==> config.mk <==
export PLATFORM = sky130hd
export DESIGN_NAME = exclusive_type_job_dispatcher_top
export DESIGN_NICKNAME = d
export VERILOG_FILES = /design/src/rtl/ejd_pkg.sv /design/src/rtl/ejd_front.sv /design/src/rtl/ejd_back.sv /design/src/rtl/exclusive_type_job_dispatcher_top.sv
export SDC_FILE = /design/constraint.sdc
export NUM_CORES = 2
export LEC_CHECK = 0
export ABC_AREA = 1
export BUFFER_PORTS_ARGS = -buffer_cell sky130_fd_sc_hd__buf_2
export CORE_MARGIN = 4
export CORE_UTILIZATION = 44
export CTS_CLUSTER_DIAMETER = 30
export DETAILED_ROUTE_END_ITERATION = 10
export PLACE_DENSITY_LB_ADDON = 0.08
export SLEW_MARGIN = 20
export SYNTH_ARGS = -nofsm -noshare
export SYNTH_HDL_FRONTEND = slang
export SYNTH_SLANG_ARGS = --single-unit
==> constraint.sdc <==
create_clock -name clk -period 15.7 [get_ports clk]
set_clock_uncertainty 0.15 [all_clocks]
set_input_delay 2.355 -clock clk [delete_from_list [all_inputs] [get_ports clk]]
set_output_delay 2.355 -clock clk [all_outputs]
set_load 0.03 [all_outputs]
==> src/rtl/ejd_pkg.sv <==
// ----------------------------------------------------------------------------
// ejd_pkg
// Shared types, sizes and codes for the exclusive-type job dispatcher.
// ----------------------------------------------------------------------------
package ejd_pkg;

  // Sizes
  localparam int PENDING_DEPTH = 16;
  localparam int ACTIVE_DEPTH  = 16;
  localparam int ID_WIDTH      = 16;
  localparam int QUEUE_DEPTH   = 2;

  localparam int TYPE_W     = 32;
  localparam int DONE_W     = 16;
  localparam int JOB_ID_W   = 16;
  localparam int CMD_W      = 2;
  localparam int STATUS_W   = 3;
  localparam int OP_W       = 2;

  localparam int PEND_IDX_W = $clog2(PENDING_DEPTH);
  localparam int PEND_CNT_W = $clog2(PENDING_DEPTH + 1);
  localparam int ACT_IDX_W  = $clog2(ACTIVE_DEPTH);
  localparam int QPTR_W     = (QUEUE_DEPTH > 1) ? $clog2(QUEUE_DEPTH) : 1;
  localparam int QCNT_W     = $clog2(QUEUE_DEPTH + 1);

  // Command codes on the request port
  localparam logic [CMD_W-1:0] CMD_SCHED = 2'd0;
  localparam logic [CMD_W-1:0] CMD_DISP  = 2'd1;
  localparam logic [CMD_W-1:0] CMD_DONE  = 2'd2;
  localparam logic [CMD_W-1:0] CMD_NOP   = 2'd3;

  // Internal operation classes
  localparam logic [OP_W-1:0] OP_SCHED = 2'd0;
  localparam logic [OP_W-1:0] OP_DISP  = 2'd1;
  localparam logic [OP_W-1:0] OP_DONE  = 2'd2;
  localparam logic [OP_W-1:0] OP_NOP   = 2'd3;

  // Result status codes
  localparam logic [STATUS_W-1:0] STAT_OK         = 3'd0;
  localparam logic [STATUS_W-1:0] STAT_DISABLED   = 3'd1;
  localparam logic [STATUS_W-1:0] STAT_FULL       = 3'd2;
  localparam logic [STATUS_W-1:0] STAT_NONE       = 3'd3;
  localparam logic [STATUS_W-1:0] STAT_NOT_ACTIVE = 3'd4;

  // Request as seen on the input port
  typedef struct packed {
    logic [CMD_W-1:0]  cmd;
    logic [TYPE_W-1:0] job_type;
    logic              exclusive;
    logic [DONE_W-1:0] done_id;
  } req_t;

  // Result as seen on the output port
  typedef struct packed {
    logic [STATUS_W-1:0] status;
    logic [JOB_ID_W-1:0] job_id;
    logic [TYPE_W-1:0]   out_type;
  } rsp_t;

  // Classified request held between front and back
  typedef struct packed {
    logic [OP_W-1:0]   op;
    logic [TYPE_W-1:0] job_type;
    logic              exclusive;
    logic [DONE_W-1:0] done_id;
  } op_t;

  // One pending list entry: type plus exclusive flag
  typedef struct packed {
    logic              excl;
    logic [TYPE_W-1:0] jtype;
  } pend_type_t;

endpackage

==> src/rtl/ejd_front.sv <==
// ----------------------------------------------------------------------------
// ejd_front
// Accepts requests, classifies the command and holds them in a short queue
// in front of the execution engine.
// ----------------------------------------------------------------------------
module ejd_front (
  input  logic          clk,
  input  logic          rst,
  input  logic          push,
  output logic          full,
  input  ejd_pkg::req_t req,
  output logic          q_valid,
  output ejd_pkg::op_t  q_data,
  input  logic          q_take
);

  ejd_pkg::op_t                  ent [ejd_pkg::QUEUE_DEPTH];
  logic [ejd_pkg::QPTR_W-1:0]    wr_ptr;
  logic [ejd_pkg::QPTR_W-1:0]    rd_ptr;
  logic [ejd_pkg::QCNT_W-1:0]    cnt;
  ejd_pkg::op_t                  cls;
  logic                          do_push;
  logic                          do_pop;

  // Classify the command
  always_comb begin
    cls.job_type  = req.job_type;
    cls.exclusive = req.exclusive;
    cls.done_id   = req.done_id;
    unique case (req.cmd)
      ejd_pkg::CMD_SCHED: cls.op = ejd_pkg::OP_SCHED;
      ejd_pkg::CMD_DISP:  cls.op = ejd_pkg::OP_DISP;
      ejd_pkg::CMD_DONE:  cls.op = ejd_pkg::OP_DONE;
      ejd_pkg::CMD_NOP:   cls.op = ejd_pkg::OP_NOP;
    endcase
  end

  assign full    = (cnt == ejd_pkg::QCNT_W'(ejd_pkg::QUEUE_DEPTH));
  assign q_valid = (cnt != '0);
  assign q_data  = ent[rd_ptr];
  assign do_push = push && !full;
  assign do_pop  = q_take && q_valid;

  // Queue storage
  always_ff @(posedge clk) begin
    if (do_push) begin
      ent[wr_ptr] <= cls;
    end
  end

  // Pointers and fill count
  always_ff @(posedge clk) begin
    if (rst) begin
      wr_ptr <= '0;
      rd_ptr <= '0;
      cnt    <= '0;
    end else begin
      if (do_push) begin
        wr_ptr <= (wr_ptr == ejd_pkg::QPTR_W'(ejd_pkg::QUEUE_DEPTH - 1)) ? '0 : wr_ptr + 1'b1;
      end
      if (do_pop) begin
        rd_ptr <= (rd_ptr == ejd_pkg::QPTR_W'(ejd_pkg::QUEUE_DEPTH - 1)) ? '0 : rd_ptr + 1'b1;
      end
      if (do_push && !do_pop) begin
        cnt <= cnt + 1'b1;
      end else if (do_pop && !do_push) begin
        cnt <= cnt - 1'b1;
      end
    end
  end

endmodule

==> src/rtl/ejd_back.sv <==
// ----------------------------------------------------------------------------
// ejd_back
// Execution engine: pending list, active table, ID counter and the result
// register. Dispatch scans the active table one entry per cycle against all
// pending entries in parallel, then picks a job and an active slot.
// ----------------------------------------------------------------------------
module ejd_back (
  input  logic          clk,
  input  logic          rst,
  input  logic          q_valid,
  input  ejd_pkg::op_t  q_data,
  output logic          q_take,
  input  logic          cfg_valid,
  output logic          cfg_ready,
  input  logic          cfg_data,
  output logic          empty,
  input  logic          pop,
  output ejd_pkg::rsp_t rsp
);

  localparam logic [2:0] S_IDLE   = 3'd0;
  localparam logic [2:0] S_SCAN   = 3'd1;
  localparam logic [2:0] S_PICK   = 3'd2;
  localparam logic [2:0] S_SLOT   = 3'd3;
  localparam logic [2:0] S_COMMIT = 3'd4;

  localparam int PD = ejd_pkg::PENDING_DEPTH;
  localparam int AD = ejd_pkg::ACTIVE_DEPTH;

  // Control state
  logic [2:0]                      state;
  logic [2:0]                      state_next;
  logic                            enable;
  logic [ejd_pkg::PEND_CNT_W-1:0]  pend_count;
  logic [AD-1:0]                   act_valid;
  logic [ejd_pkg::ID_WIDTH-1:0]    next_id;
  logic                            out_valid;
  logic [ejd_pkg::ACT_IDX_W-1:0]   scan_idx;

  // Payload state
  ejd_pkg::op_t                    cur;
  logic [ejd_pkg::ID_WIDTH-1:0]    pend_ids   [PD];
  ejd_pkg::pend_type_t             pend_types [PD];
  logic [ejd_pkg::ID_WIDTH-1:0]    act_ids    [AD];
  logic [ejd_pkg::TYPE_W-1:0]      act_types  [AD];
  logic [PD-1:0]                   blocked;
  logic                            pick_found;
  logic [ejd_pkg::PEND_IDX_W-1:0]  pick_idx;
  logic [ejd_pkg::ID_WIDTH-1:0]    pick_id;
  logic [ejd_pkg::TYPE_W-1:0]      pick_type;
  logic                            slot_ok;
  logic [ejd_pkg::ACT_IDX_W-1:0]   slot_idx;
  ejd_pkg::rsp_t                   out_rsp;

  // Combinational helpers
  logic                            commit;
  logic                            pick_found_c;
  logic [ejd_pkg::PEND_IDX_W-1:0]  pick_idx_c;
  logic                            slot_ok_c;
  logic [ejd_pkg::ACT_IDX_W-1:0]   slot_idx_c;
  logic                            done_hit;
  logic [ejd_pkg::ACT_IDX_W-1:0]   done_idx;
  logic                            sched_ok;
  logic                            disp_ok;
  logic [ejd_pkg::ID_WIDTH-1:0]    id_inc;
  ejd_pkg::rsp_t                   res;

  assign cfg_ready = 1'b1;
  assign q_take    = (state == S_IDLE) && q_valid;
  assign commit    = (state == S_COMMIT) && (!out_valid || pop);
  assign empty     = !out_valid;
  assign rsp       = out_rsp;
  assign id_inc    = next_id + 1'b1;

  // First eligible pending job
  always_comb begin
    pick_found_c = 1'b0;
    pick_idx_c   = '0;
    for (int i = PD - 1; i >= 0; i--) begin
      if ((ejd_pkg::PEND_CNT_W'(i) < pend_count) &&
          (!pend_types[i].excl || !blocked[i])) begin
        pick_found_c = 1'b1;
        pick_idx_c   = ejd_pkg::PEND_IDX_W'(i);
      end
    end
  end

  // Active slot for the picked job: same ID first, else first free entry
  always_comb begin
    logic                          hit;
    logic [ejd_pkg::ACT_IDX_W-1:0] hit_idx;
    logic                          fre;
    logic [ejd_pkg::ACT_IDX_W-1:0] fre_idx;
    hit     = 1'b0;
    hit_idx = '0;
    fre     = 1'b0;
    fre_idx = '0;
    for (int j = AD - 1; j >= 0; j--) begin
      if (act_valid[j] && (act_ids[j] == pick_id)) begin
        hit     = 1'b1;
        hit_idx = ejd_pkg::ACT_IDX_W'(j);
      end
      if (!act_valid[j]) begin
        fre     = 1'b1;
        fre_idx = ejd_pkg::ACT_IDX_W'(j);
      end
    end
    slot_ok_c  = hit || fre;
    slot_idx_c = hit ? hit_idx : fre_idx;
  end

  // Lookup of a completed ID
  always_comb begin
    done_hit = 1'b0;
    done_idx = '0;
    for (int j = AD - 1; j >= 0; j--) begin
      if (act_valid[j] && (32'(act_ids[j]) == 32'(cur.done_id))) begin
        done_hit = 1'b1;
        done_idx = ejd_pkg::ACT_IDX_W'(j);
      end
    end
  end

  // Result of the current request
  always_comb begin
    sched_ok = 1'b0;
    disp_ok  = 1'b0;
    res      = '0;
    unique case (cur.op)
      ejd_pkg::OP_SCHED: begin
        if (!enable) begin
          res.status = ejd_pkg::STAT_DISABLED;
        end else if (pend_count >= ejd_pkg::PEND_CNT_W'(PD)) begin
          res.status = ejd_pkg::STAT_FULL;
        end else begin
          sched_ok   = 1'b1;
          res.status = ejd_pkg::STAT_OK;
          res.job_id = ejd_pkg::JOB_ID_W'(next_id);
        end
      end
      ejd_pkg::OP_DISP: begin
        if (pick_found && slot_ok) begin
          disp_ok      = 1'b1;
          res.status   = ejd_pkg::STAT_OK;
          res.job_id   = ejd_pkg::JOB_ID_W'(pick_id);
          res.out_type = pick_type;
        end else begin
          res.status = ejd_pkg::STAT_NONE;
        end
      end
      ejd_pkg::OP_DONE: begin
        if ((cur.done_id == '0) || !done_hit) begin
          res.status = ejd_pkg::STAT_NOT_ACTIVE;
        end else begin
          res.status = ejd_pkg::STAT_OK;
        end
      end
      ejd_pkg::OP_NOP: begin
        res.status = ejd_pkg::STAT_OK;
      end
    endcase
  end

  // Sequencer
  always_comb begin
    state_next = state;
    unique case (state)
      S_IDLE: begin
        if (q_valid) begin
          state_next = (q_data.op == ejd_pkg::OP_DISP) ? S_SCAN : S_COMMIT;
        end
      end
      S_SCAN: begin
        if (scan_idx == ejd_pkg::ACT_IDX_W'(AD - 1)) begin
          state_next = S_PICK;
        end
      end
      S_PICK:   state_next = S_SLOT;
      S_SLOT:   state_next = S_COMMIT;
      S_COMMIT: begin
        if (commit) begin
          state_next = S_IDLE;
        end
      end
      default:  state_next = S_IDLE;
    endcase
  end

  // Control registers
  always_ff @(posedge clk) begin
    if (rst) begin
      state      <= S_IDLE;
      enable     <= 1'b0;
      pend_count <= '0;
      act_valid  <= '0;
      next_id    <= ejd_pkg::ID_WIDTH'(1);
      out_valid  <= 1'b0;
      scan_idx   <= '0;
    end else begin
      state <= state_next;
      if (cfg_valid && cfg_ready) begin
        enable <= cfg_data;
      end
      if (q_take) begin
        scan_idx <= '0;
      end else if (state == S_SCAN) begin
        scan_idx <= scan_idx + 1'b1;
      end
      if (commit) begin
        out_valid <= 1'b1;
      end else if (pop) begin
        out_valid <= 1'b0;
      end
      if (commit && sched_ok) begin
        pend_count <= pend_count + 1'b1;
        next_id    <= (id_inc == '0) ? ejd_pkg::ID_WIDTH'(1) : id_inc;
      end
      if (commit && disp_ok) begin
        pend_count          <= pend_count - 1'b1;
        act_valid[slot_idx] <= 1'b1;
      end
      if (commit && (cur.op == ejd_pkg::OP_DONE) && (cur.done_id != '0) && done_hit) begin
        act_valid[done_idx] <= 1'b0;
      end
    end
  end

  // Datapath registers
  always_ff @(posedge clk) begin
    if (q_take) begin
      cur     <= q_data;
      blocked <= '0;
    end
    // one active entry per cycle against every pending type
    if (state == S_SCAN) begin
      for (int i = 0; i < PD; i++) begin
        if (act_valid[scan_idx] && (act_types[scan_idx] == pend_types[i].jtype)) begin
          blocked[i] <= 1'b1;
        end
      end
    end
    if (state == S_PICK) begin
      pick_found <= pick_found_c;
      pick_idx   <= pick_idx_c;
      pick_id    <= pend_ids[pick_idx_c];
      pick_type  <= pend_types[pick_idx_c].jtype;
    end
    if (state == S_SLOT) begin
      slot_ok  <= slot_ok_c;
      slot_idx <= slot_idx_c;
    end
    if (commit) begin
      out_rsp <= res;
    end
    // append a scheduled job
    if (commit && sched_ok) begin
      pend_ids[pend_count[ejd_pkg::PEND_IDX_W-1:0]]         <= next_id;
      pend_types[pend_count[ejd_pkg::PEND_IDX_W-1:0]].excl  <= cur.exclusive;
      pend_types[pend_count[ejd_pkg::PEND_IDX_W-1:0]].jtype <= cur.job_type;
    end
    // move the dispatched job to the active table and close the gap
    if (commit && disp_ok) begin
      act_ids[slot_idx]   <= pick_id;
      act_types[slot_idx] <= pick_type;
      for (int k = 0; k < PD - 1; k++) begin
        if (ejd_pkg::PEND_IDX_W'(k) >= pick_idx) begin
          pend_ids[k]   <= pend_ids[k + 1];
          pend_types[k] <= pend_types[k + 1];
        end
      end
    end
  end

endmodule

==> src/rtl/exclusive_type_job_dispatcher_top.sv <==
// ----------------------------------------------------------------------------
// exclusive_type_job_dispatcher_top
// Job dispatcher with type exclusion: request queue in front, execution
// engine with pending list and active table behind it.
// ----------------------------------------------------------------------------
// Schedule, complete and no-op requests pass from the queue straight to the
// commit state; dispatch first walks the active table, one entry per cycle,
// then picks a job and a slot. The engine takes the next request only after
// the last result is committed, which waits while an unread result is held.
// Reset: queues empty, enable low, ID counter at 1, no active jobs; no
// clearing pass, ready right after reset.
module exclusive_type_job_dispatcher_top (
  input  logic          clk,
  input  logic          rst,
  input  logic          push,
  output logic          full,
  input  ejd_pkg::req_t req,
  output logic          empty,
  input  logic          pop,
  output ejd_pkg::rsp_t rsp,
  input  logic          cfg_valid,
  output logic          cfg_ready,
  input  logic          cfg_data
);

  logic         q_valid;
  ejd_pkg::op_t q_data;
  logic         q_take;

  // Request intake and classification
  ejd_front u_front (
    .clk     (clk),
    .rst     (rst),
    .push    (push),
    .full    (full),
    .req     (req),
    .q_valid (q_valid),
    .q_data  (q_data),
    .q_take  (q_take)
  );

  // Execution engine
  ejd_back u_back (
    .clk       (clk),
    .rst       (rst),
    .q_valid   (q_valid),
    .q_data    (q_data),
    .q_take    (q_take),
    .cfg_valid (cfg_valid),
    .cfg_ready (cfg_ready),
    .cfg_data  (cfg_data),
    .empty     (empty),
    .pop       (pop),
    .rsp       (rsp)
  );

endmodule

Yosys cells after proc, flatten, opt, wreduce, memory -nomap -nowiden
Memories as Yosys holds them, arrays and structs flattened. A register that Yosys moved wholly into a read port is not among the register bits.
Index checks and enable logic that the tools add are counted.
- register bits: 178
- bits in latches: 0
- RAM bits: 1654
- bits in read-only memories: 0
- bits of input ports: 57
- output and inout port bits: 54
- word-level logic and storage cells: 520
- memories kept: 5
- memory list (name ; depth ; bits a word ; read ports ; clocked after Yosys merged registers in ; write ports ; RTL line ; RTL):
    u_back.pend_types ; 16 ; 33 ; 17 ; 1 ; 15 ; ejd_back.sv:43 ; ejd_pkg::pend_type_t pend_types [PD];
    u_back.act_types ; 16 ; 32 ; 1 ; 1 ; 1 ; ejd_back.sv:45 ; logic [ejd_pkg::TYPE_W-1:0] act_types [AD];
    u_back.act_ids ; 16 ; 16 ; 16 ; 0 ; 1 ; ejd_back.sv:44 ; logic [ejd_pkg::ID_WIDTH-1:0] act_ids [AD];
    u_back.pend_ids ; 16 ; 16 ; 16 ; 1 ; 15 ; ejd_back.sv:42 ; logic [ejd_pkg::ID_WIDTH-1:0] pend_ids [PD];
    u_front.ent ; 2 ; 51 ; 1 ; 1 ; 1 ; ejd_front.sv:17 ; ejd_pkg::op_t ent [ejd_pkg::QUEUE_DEPTH];
- add/subtract/negate cells: 8
- $mul: 0
- div/mod/pow operators: 0
- magnitude comparators: 37
- equal/unequal tests: 64
- shifts and indexed selects: 0
- multiplexer cells: 231
- bitwise logic cells: 3
- reductions and logical operators: 150
- operator list (cell ; count):
    $eq A16 B16 Y1 ; 32
    $eq A32 B32 Y1 ; 16
    $mux W4 ; 69
    $mux W16 ; 9
    $mux W1 ; 132
    $logic_and A1 B1 Y1 ; 78
    $mux W48 ; 1
    $lt A4 B5 Y1 const A ; 8
    $logic_not A1 Y1 ; 37
    $mux W33 ; 1
    $reduce_or A33 Y1 ; 1
    $logic_not A16 Y1 ; 2
    $pmux W16 S2 ; 1
    $ge A4 B4 Y1 const A ; 7
    $lt A3 B5 Y1 const A ; 4
    $logic_or A1 B1 Y1 ; 19
    $mux W3 ; 6
    $add A16 B1 Y16 const B ; 1
    $and A16 B16 Y16 ; 1
    $ge A3 B4 Y1 const A ; 4
    $not A16 Y16 ; 1
    $or A16 B16 Y16 ; 1
    $reduce_bool A16 Y1 ; 1
    $reduce_or A16 Y1 ; 1
    34 further kinds ; 60

Depth between registers and ports, before layout
An unclocked memory read counts as a cell.
- depth in word-level cells: 26
- depth in mapped cells: 26
- mapped depth without buffers: 26

Modules after synthesis
Synthesis repeated with hierarchy kept, for this count alone.
- cells, all modules: 9467
- area, all modules: 94692.1 um^2
- modules (own cells, without submodules) (module ; times used ; cells an instance ; area each (um^2)):
    ejd_back ; 1 ; 9269 ; 90504.3
    ejd_front ; 1 ; 198 ; 4187.8

Worst setup path after synthesis
OpenSTA, ideal clock, no wires.
- kind: input to register
- start: in pop
- end: mem u_back.pend_ids[0][0] (netlist name) (enable)
- library setup time: 523 ps
- arrival: 8065 ps
- data required time: 15027 ps
- setup slack: 6962 ps
- cell stages on the path: 7
- cell sequence: nor2_1 > nor2_2 > inv_2 > nor2_1 > clkbuf_1 > nand3_1 > o21ai_0
- RTL lines (item ; RTL line ; RTL):
    from (decl) ; exclusive_type_job_dispatcher_top.sv:19 ; input logic pop,
    to (decl) ; ejd_back.sv:42 ;

==> results.toml <==
[synthesis]
synth-edff-count = 1814
yosysMostFrequentCell = "nand2_1"
synthTopCellsByCount = "2055 x nand2_1, 1814 x edfxtp_1, 1123 x o21ai_0"
syn_nets = 10000
synth_cells = 9951
syn_avg_cell_area_um2 = 9.55
synth_top_area_share = 0.573
synthArstFlopShare = 0
synth_ff_type = "edfxtp_1"
ys_seq_elements = 1885
synth_seq_area_share = 0.588
synth_area_leaders = "edfxtp_1 57%, nand2_1 8.1%, o21ai_0 5.9%, nand3_1 5.3%, inv_1 4.3%"
syn-cell-area_um2 = 95000
synth_cell_type_count = 61
post-synth-top-area-cell = "edfxtp_1"
yosysWarnings = 0

[global_routing]
antenna_found_initial = 16
grt_pass1_vias = 74500
grt_pass1_wl_mm = 529
grt_util_all_layers = 0.324
grt_overflow = 0
grt_max_degree = 164

[timing]
slew_violations = 0
tns_ns = 0
min_period_ns = 7.49
rsz0062_at_grt = "no"
timing.final.crit_share = 0.477
worst_pin_slew_ns = 1.24
fmax_mhz = 133
setup_viol = 0
fin_ws_ns = 8.21
hold_viol_final = 0
relSlewSlack = 0.166

[setup_path]
end_kind = "flip-flop"
worstPathArrival_ns = 7.94
crit_chain = "buf_2 -> nor2_1 -> nor2_4 -> inv_2 -> nor2_4 -> inv_2 -> nor2_4 -> inv_2 -> nor2_4 -> inv_2 -> or2_4 -> o21ai_4 -> buf_4"
slowest_stage = "nor2_4"
critical_path_class = "in -> reg"
crit_fanout = 69
start_kind = "input pin"
crit_required_ns = 16.15
max_stage_delay_ns = 0.85
crit_family = "simple AND/OR/NAND/NOR gates"
critPathBufInv = 6

[route]
antenna_left = 0
drt_iter0_markers = 9953
num_vias = 78700
via_per_inst = 5.91
routed_wirelength_mm = 373
routedWlPerCell_um = 28.0
drc = 0
drt_first_pass_iters = 8

[clock_network]
cts_resized = 0
clockBufferDepth = 4
hold_buffers = 0
cts_sinks = 1885
clk_latency_ns = 0.98
numCtsBuffers = 480
cts_htree_levels = 5
cts_root_buffer = "clkbuf_16"
cts_tree = "done"
clkSlewWorstSetupHoldPaths_ns = 0.05
post_cts_buffers = 0

[pwr]
pwr_density_cell_nw_per_um2 = 168
power_mw = 19.2
p_leak_nw = 44.9
peakVddDrop_uv = 141

[job]
cap_violations = 0

[floorplanning]
die-area_um2 = 223000
num_rows = 170
num_io_pins = 111
start_util = 0.443
die_w_um = 473
dieHeight_um = 473
coreArea_um2 = 215000

[finish]
final_util = 0.531
drive_gt1_frac = 0.118
fin_cells = 13300
final_nets = 10100
syn_to_final_growth_pct = 19.9

[outcome]
status = "finished, final reports clean"

[place]
hpwl_mm = 239
place_ws_ns = 7.31
place_inst = 12400
place.gp.congestion = 1.02
port_buffers = 109

[min_path]
hp-class = "reg -> reg"
==> final timing paths <==
kind	from	endpoint	slack, ns	depth (start not counted)
worst max-delay path	pop	u_back.pend_types[1][31]$_DFFE_PP_	8.21	13
worst min-delay path	u_front.rd_ptr$_SDFFE_PP0P_	flip-flop	0.31	1
worst max register to register	u_back.state[0]$_SDFFE_PP0P_	u_back.pend_types[1][31]$_DFFE_PP_	9.24	13
worst min register to register	u_front.rd_ptr$_SDFFE_PP0P_	flip-flop	0.31	1
==> cells by family after synthesis <==
kind of cell	synth area share
and+or+nand+nor	0.179
DFF	0.588
AOI/OAI and AO/OA	0.112
buffers and inverters	0.0780
xor gates and xnor gates	0.0345
muxes	0.00735
adders and majority gates	0.00105
other	0.0000395
==> per-layer routing <==
layer / GRT usage / up-vias / share of wire
met1: 0.431 / 38100 / 0.40
met3: 0.0656 / 1008 / 0.097
li1: - / 34800 / -
met4: 0.163 / 10 / 0.055
met2: 0.505 / 4695 / 0.45
met5: 0 / - / 0.00017
==> per-stage QoR <==
stage	area (um2)	hold slack [ns]
finish	114000	0.309
global route	114000	0.311
CTS	114000	0.283
detailed placement	97800	0.301
global placement	97800	0.295
floorplan	95000	0.256
==> cell usage in the layout, fill, tap and decap left out, types with 100 or more instances in the layout <==
cell       Yosys  final
nand3_1     1014   1013
xor2_1       336    336
buf_4         22    172
edfxtp_1    1814   1814
nor2_1       616    596
buf_2        188    109
o22ai_1      292    292
nand2_1     2055   2048
clkbuf_16      0    484
inv_1       1087   1083
o21ai_0     1123   1108
clkinv_2       0    100
==> power by group <==
part           internal [mW]  switching (mW)  total, mW
clock                   6.82            2.96       9.78
combinational          0.805            2.25       3.06
sequential              5.94           0.382       6.32
==> flip-flops by register name, indices dropped and copies added, names as in the netlist, 32 cells and up, named ones only <==
| register | cells |
|---|---|
| u_back.act_ids | 256 |
| u_back.act_types | 512 |
| u_back.cur | 51 |
| u_back.pend_ids | 256 |
| u_back.pend_types | 528 |
| u_back.pick_type | 32 |
| u_back.rsp | 51 |
| u_front.ent | 102 |
==> final cells by class <==
type / count / area [um2]
flip-flops and latches: 1885 / 55900
diodes: 5 / 12.5
clock inverters: 312 / 3570
inverters: 1133 / 4280
fillers: 19000 / 101000
well taps: 2838 / 3550
repair buffers: 285 / 1910
clock buffers: 566 / 12500
multi-input cells: 6286 / 32200
Power figures use the tool's default switching activity.
